File: src/atp_pkg.sv
// Shared constants, types and command/status structs for the task placement block.
`timescale 1ns / 1ps

package atp_pkg;

    localparam int NUM_NODES = 64;
    localparam int NUM_ZONES = 64;
    localparam int NUM_APPS  = 256;

    localparam int NODE_W = 6;
    localparam int ZONE_W = 6;
    localparam int APP_W  = 8;
    localparam int CNT_W  = 32;

    localparam logic OP_LOAD  = 1'b0;
    localparam logic OP_SCHED = 1'b1;

    typedef enum logic [3:0] {
        S_IDLE,
        S_LOAD,
        S_RD_AFF,
        S_RD_ANTI,
        S_RD_APP,
        S_SCAN,
        S_DRAIN,
        S_UPD,
        S_DONE
    } state_t;

    typedef enum logic [1:0] {
        APP_SEL_AFF,
        APP_SEL_ANTI,
        APP_SEL_APP
    } app_sel_t;

    typedef struct packed {
        logic     accept;
        logic     load_wr;
        logic     app_rd;
        app_sel_t app_sel;
        logic     cap_aff;
        logic     cap_anti;
        logic     scan_start;
        logic     scan_en;
        logic     update;
        logic     out_load;
    } dp_cmd_t;

    typedef struct packed {
        logic scan_last;
        logic out_busy;
    } dp_status_t;

    typedef struct packed {
        logic [NUM_NODES-1:0] node_mask;
        logic [NUM_ZONES-1:0] zone_mask;
    } app_row_t;

endpackage

File: src/atp_ctrl.sv
// Controller state machine sequencing loads, table reads, node scan and update.
`timescale 1ns / 1ps

module atp_ctrl
    import atp_pkg::*;
(
    input  logic       clk,
    input  logic       rst_n,
    input  logic       in_valid,
    input  logic       operation,
    input  logic       out_stall,
    input  dp_status_t status,
    output logic       in_stall,
    output dp_cmd_t    cmd
);

    state_t state_reg;
    state_t state_next;

    always_ff @(posedge clk or negedge rst_n)
    begin
        if (!rst_n)
        begin
            state_reg <= S_IDLE;
        end
        else
        begin
            state_reg <= state_next;
        end
    end

    always_comb
    begin
        state_next = state_reg;
        unique case (state_reg)
            S_IDLE:
            begin
                if (in_valid)
                begin
                    state_next = (operation == OP_SCHED) ? S_RD_AFF : S_LOAD;
                end
            end
            S_LOAD:    state_next = S_IDLE;
            S_RD_AFF:  state_next = S_RD_ANTI;
            S_RD_ANTI: state_next = S_RD_APP;
            S_RD_APP:  state_next = S_SCAN;
            S_SCAN:
            begin
                if (status.scan_last)
                begin
                    state_next = S_DRAIN;
                end
            end
            S_DRAIN:   state_next = S_UPD;
            S_UPD:     state_next = S_DONE;
            S_DONE:
            begin
                if (!status.out_busy || !out_stall)
                begin
                    state_next = S_IDLE;
                end
            end
            default:   state_next = S_IDLE;
        endcase
    end

    always_comb
    begin
        cmd      = '0;
        cmd.app_sel = APP_SEL_AFF;
        in_stall = 1'b1;
        unique case (state_reg)
            S_IDLE:
            begin
                in_stall   = 1'b0;
                cmd.accept = in_valid;
            end
            S_LOAD:
            begin
                cmd.load_wr = 1'b1;
            end
            S_RD_AFF:
            begin
                cmd.app_rd  = 1'b1;
                cmd.app_sel = APP_SEL_AFF;
            end
            S_RD_ANTI:
            begin
                cmd.app_rd  = 1'b1;
                cmd.app_sel = APP_SEL_ANTI;
                cmd.cap_aff = 1'b1;
            end
            S_RD_APP:
            begin
                cmd.app_rd     = 1'b1;
                cmd.app_sel    = APP_SEL_APP;
                cmd.cap_anti   = 1'b1;
                cmd.scan_start = 1'b1;
            end
            S_SCAN:
            begin
                cmd.scan_en = 1'b1;
            end
            S_DRAIN:
            begin
                cmd.scan_en = 1'b0;
            end
            S_UPD:
            begin
                cmd.update = 1'b1;
            end
            S_DONE:
            begin
                cmd.out_load = !status.out_busy || !out_stall;
            end
            default:
            begin
                in_stall = 1'b1;
            end
        endcase
    end

endmodule

File: config.mk
export PLATFORM = sky130hd
export DESIGN_NAME = atp_ctrl
export DESIGN_NICKNAME = d
export VERILOG_FILES = /design/src/atp_pkg.sv /design/src/atp_ctrl.sv
export SDC_FILE = /design/constraint.sdc
export NUM_CORES = 1
export LEC_CHECK = 0
export ABC_AREA = 1
export BUFFER_PORTS_ARGS = -buffer_cell sky130_fd_sc_hd__clkbuf_2
export CAP_MARGIN = 10
export CORE_AREA = 8 8 45 47
export CTS_BUF_LIST = sky130_fd_sc_hd__clkbuf_4
export DETAILED_ROUTE_END_ITERATION = 12
export DIE_AREA = 0 0 53 55
export GPL_TIMING_DRIVEN = 1
export PLACE_DENSITY_LB_ADDON = 0.1
export SYNTH_ARGS = -nofsm -noshare
export SYNTH_HDL_FRONTEND = slang
export SYNTH_SLANG_ARGS = --single-unit
File: constraint.sdc
create_clock -name clk -period 2.5 [get_ports clk]
set_input_delay 0.375 -clock clk [delete_from_list [all_inputs] [get_ports clk]]
set_output_delay 0.375 -clock clk [all_outputs]
set_load 0.01 [all_outputs]
==> summary.md <==
| Metric | Value |
|---|---|
| Status | `finished clean` |
| #FFs+latches synth | `4` |
| ANT cells | `0` |
| RSZ-0062 raised after global routing | `false` |
| Worst-Skew Late Latency | `0.23 ns` |
| R2r worst-path depth | `4` |
| Leakage power | `0.297 nW` |
| CTS tree | `yes` |
| CP Cell Sequence | `nor2_4 > inv_1 > o21ai_0 > clkbuf_2` |
| Nets | `84` |
| CTS root buf | `clkbuf_4` |
| Worst R2R Start | `state_reg[0]$_DFFE_PN0P_` |
| Crit start category | `flip-flop` |
| Iteration-0 DRC Markers | `7` |
| Largest net degree at the start of global routing | `8` |
| Placed cells | `87` |
| Row count | `14` |
| Mapped cell area | `362 sq um` |
| Crit path required time | `2.12 ns` |
| Largest register FFs | `4` |
| Post-layout min period | `~1.7 ns` |
| Distinct cells, synth | `12` |
| Gr usage total | `0.0739` |
| Seq/Total Area, Yosys | `0.277` |
| HP Class | `input pin to flip-flop` |
| Die W | `53 um` |
| Remaining antenna violation count | `0` |
| I/O pins | `19` |
| Hold depth | `5` |
| Detailed Place HPWL | `809 um` |
| Num CTS Buffers | `3` |
| Final Setup Violations | `0` |
| Global-route wire length before repair | `1.55 mm` |
| Port Buf Inserts | `18` |
| CP max FO | `5` |
| Setup crit end kind | `primary output` |
| Worst min-delay path endpoint | `state_reg[1]$_DFFE_PN0P_` |
| Layout Cells excl Fill | `slightly above 90` |
| Post-Synthesis Cells | `55` |
| CP Data Arrival Time | `1.28 ns` |
| Via count | `369` |
| Max frequency | `between 600 and 700 MHz` |
| Drt wl/cell | `10.4 um` |
| Post-route DRC | `0` |
| Slew @ Worst Pin | `0.270 ns` |
| Die ar. | `approximately 2900 sq um` |
| Max incr delay on CP | `between 0.4 and 0.5 ns` |
| Reg-to-reg setup timing slack | `roughly 1.4 ns` |
| # hold bufs at CTS | `1` |
| Syn nets | `62` |
| Reg2reg end | `state_reg[1]$_DFFE_PN0P_` |
| TNS Setup | `0 ns` |
| TritonCTS Sinks | `4` |
| P per Cell Area | `between 1000 and 1500 nW/um^2` |
| Total gr overflow | `0` |
| Post-CTS setup buffer count | `0` |
| Clock transition at the registers of the reported paths | `0.04 ns` |
| Max Transition Viols Final | `0` |
| Setup Crit Path Kind | `flip-flop to primary output` |
| Fillers | `169` |
| Min-Delay Startpoint | `status[1]` |
| Vias in the first global route | `380` |
| Max VDD drop | `0.000419 V` |
| Core Area | `1380 sq um` |
| Max-slew headroom | `0.820` |
| Area delta synth->final | `35.3%` |
| Syn Area/Cell | `6.57 sq um` |
| Final period util | `0.663` |
| CTS H-Tree Depth | `1` |
| Initial antenna violation count | `0` |
| CTS Buffer Depth | `2` |
| Fin. Hold Viols | `0` |
| WHS | `0.474 ns` |
| Routed wire length | `about 950 um` |
| Final Wtd Congestion | `0.678` |
| Share of layout cells above drive strength 1 | `0.467` |
| Worst clock skew | `0.000153 ns` |
| Die Y | `55 um` |
| Crit path max-delay cell type | `dfrtp_1` |
| Starting density of the core | `0.261` |
| Yosys Warn Count | `0` |
| Vias per Instance | `about 4.1` |
| Max Cap Viol | `0` |
| Gates resized, CTS repair | `0` |
| DRT Pass-1 Iters | `3` |
-- kinds of logic after synthesis --
kind of cell	after synthesis	share of synthesized area
AOI/OAI and AO/OA	4	0.0623
and+or+nand+nor	35	0.516
buffers and inverters	12	0.145
DFF	4	0.277
-- cell type report --
cell class / instances / area (sq um) / share of cell area
Tap cell: 16 / 20.0 / 0.0409
Multi-Input combinational cell: 39 / 209 / 0.427
Sequential cell: 4 / 100 / 0.205
Timing Repair Buffer: 19 / 100 / 0.205
Clock buffer: 3 / 22.5 / 0.0460
Inverter: 10 / 37.5 / 0.0767
-- layer usage --
layer | global-route usage | wire length (um) | up-vias
met5 | 0 | 0 | -
met4 | 0.0517 | 0 | 0
met3 | 0.0374 | 74 | 0
met2 | 0.111 | 420 | 16
met1 | 0.0795 | 454 | 149
li1 | - | - | 204
-- worst max-delay path by stage --
| stage | end | cells past startpoint | start | slack [ns] |
|---|---|---|---|---|
| after CTS | cmd[8] | 4 | state_reg[3]$_DFFE_PN0P_ | 0.83 |
| after global routing | cmd[8] | 4 | state_reg[3]$_DFFE_PN0P_ | 0.71 |
| after floorplan | cmd[8] | 3 | state_reg[3]$_DFFE_PN0P_ | 1.16 |
| after global placement | cmd[8] | 4 | state_reg[3]$_DFFE_PN0P_ | 1.11 |
| after detailed placement | cmd[8] | 4 | state_reg[3]$_DFFE_PN0P_ | 1.09 |
| final | cmd[8] | 4 | state_reg[3]$_DFFE_PN0P_ | 0.84 |
-- cell usage after synthesis (all sizes together) --
library cell | instances | share of area
nor2 | 17 | 0.27
nand2 | 14 | 0.19
inv | 10 | 0.10
dfrtp | 4 | 0.28
nand3 | 4 | 0.055
o21ai | 3 | 0.042
buf | 2 | 0.042
o21bai | 1 | 0.021
-- power by group --
group / total [mW] / switching, mW / internal [mW]
logic: 0.384 / 0.243 / 0.141
clock network: 0.0794 / 0.0258 / 0.0536
registers: 0.139 / 0.0473 / 0.0916
total: 0.602 / 0.316 / 0.287
-- worst max-delay path: cells and delay by family (launching register included) --
kind	cells	cell delay, ns
and+or+nand+nor	1	0.20
DFF	1	0.44
buffers and inverters	2	0.26
AOI/OAI and AO/OA	1	0.15
-- cells in the final DEF, fill, tap and decap left out --
cell type      count
clkbuf_4           3
nand3_1            4
o21ai_0            3
inv_2              2
clkbuf_2          18
dfrtp_1            4
nand2_1            8
nor2_1            11
inv_1              8
o21bai_1           1
dlygate4sd3_1      1
nor2_4             4
nor2_2             2
nand2_2            6
-- metrics by stage --
stage / total power [mW] / utilization / instance area, sq um / worst slack, ns
floorplan: 0.418 / - / 362 / 1.16
global placement: 0.533 / 0.330 / 457 / 1.11
detailed placement: 0.532 / 0.330 / 457 / 1.09
CTS: 0.619 / 0.354 / 489 / 0.826
global route: 0.667 / 0.354 / 489 / 0.715
finish: 0.602 / 0.354 / 489 / 0.843
No activity file was read; power rests on OpenSTA's default activity.
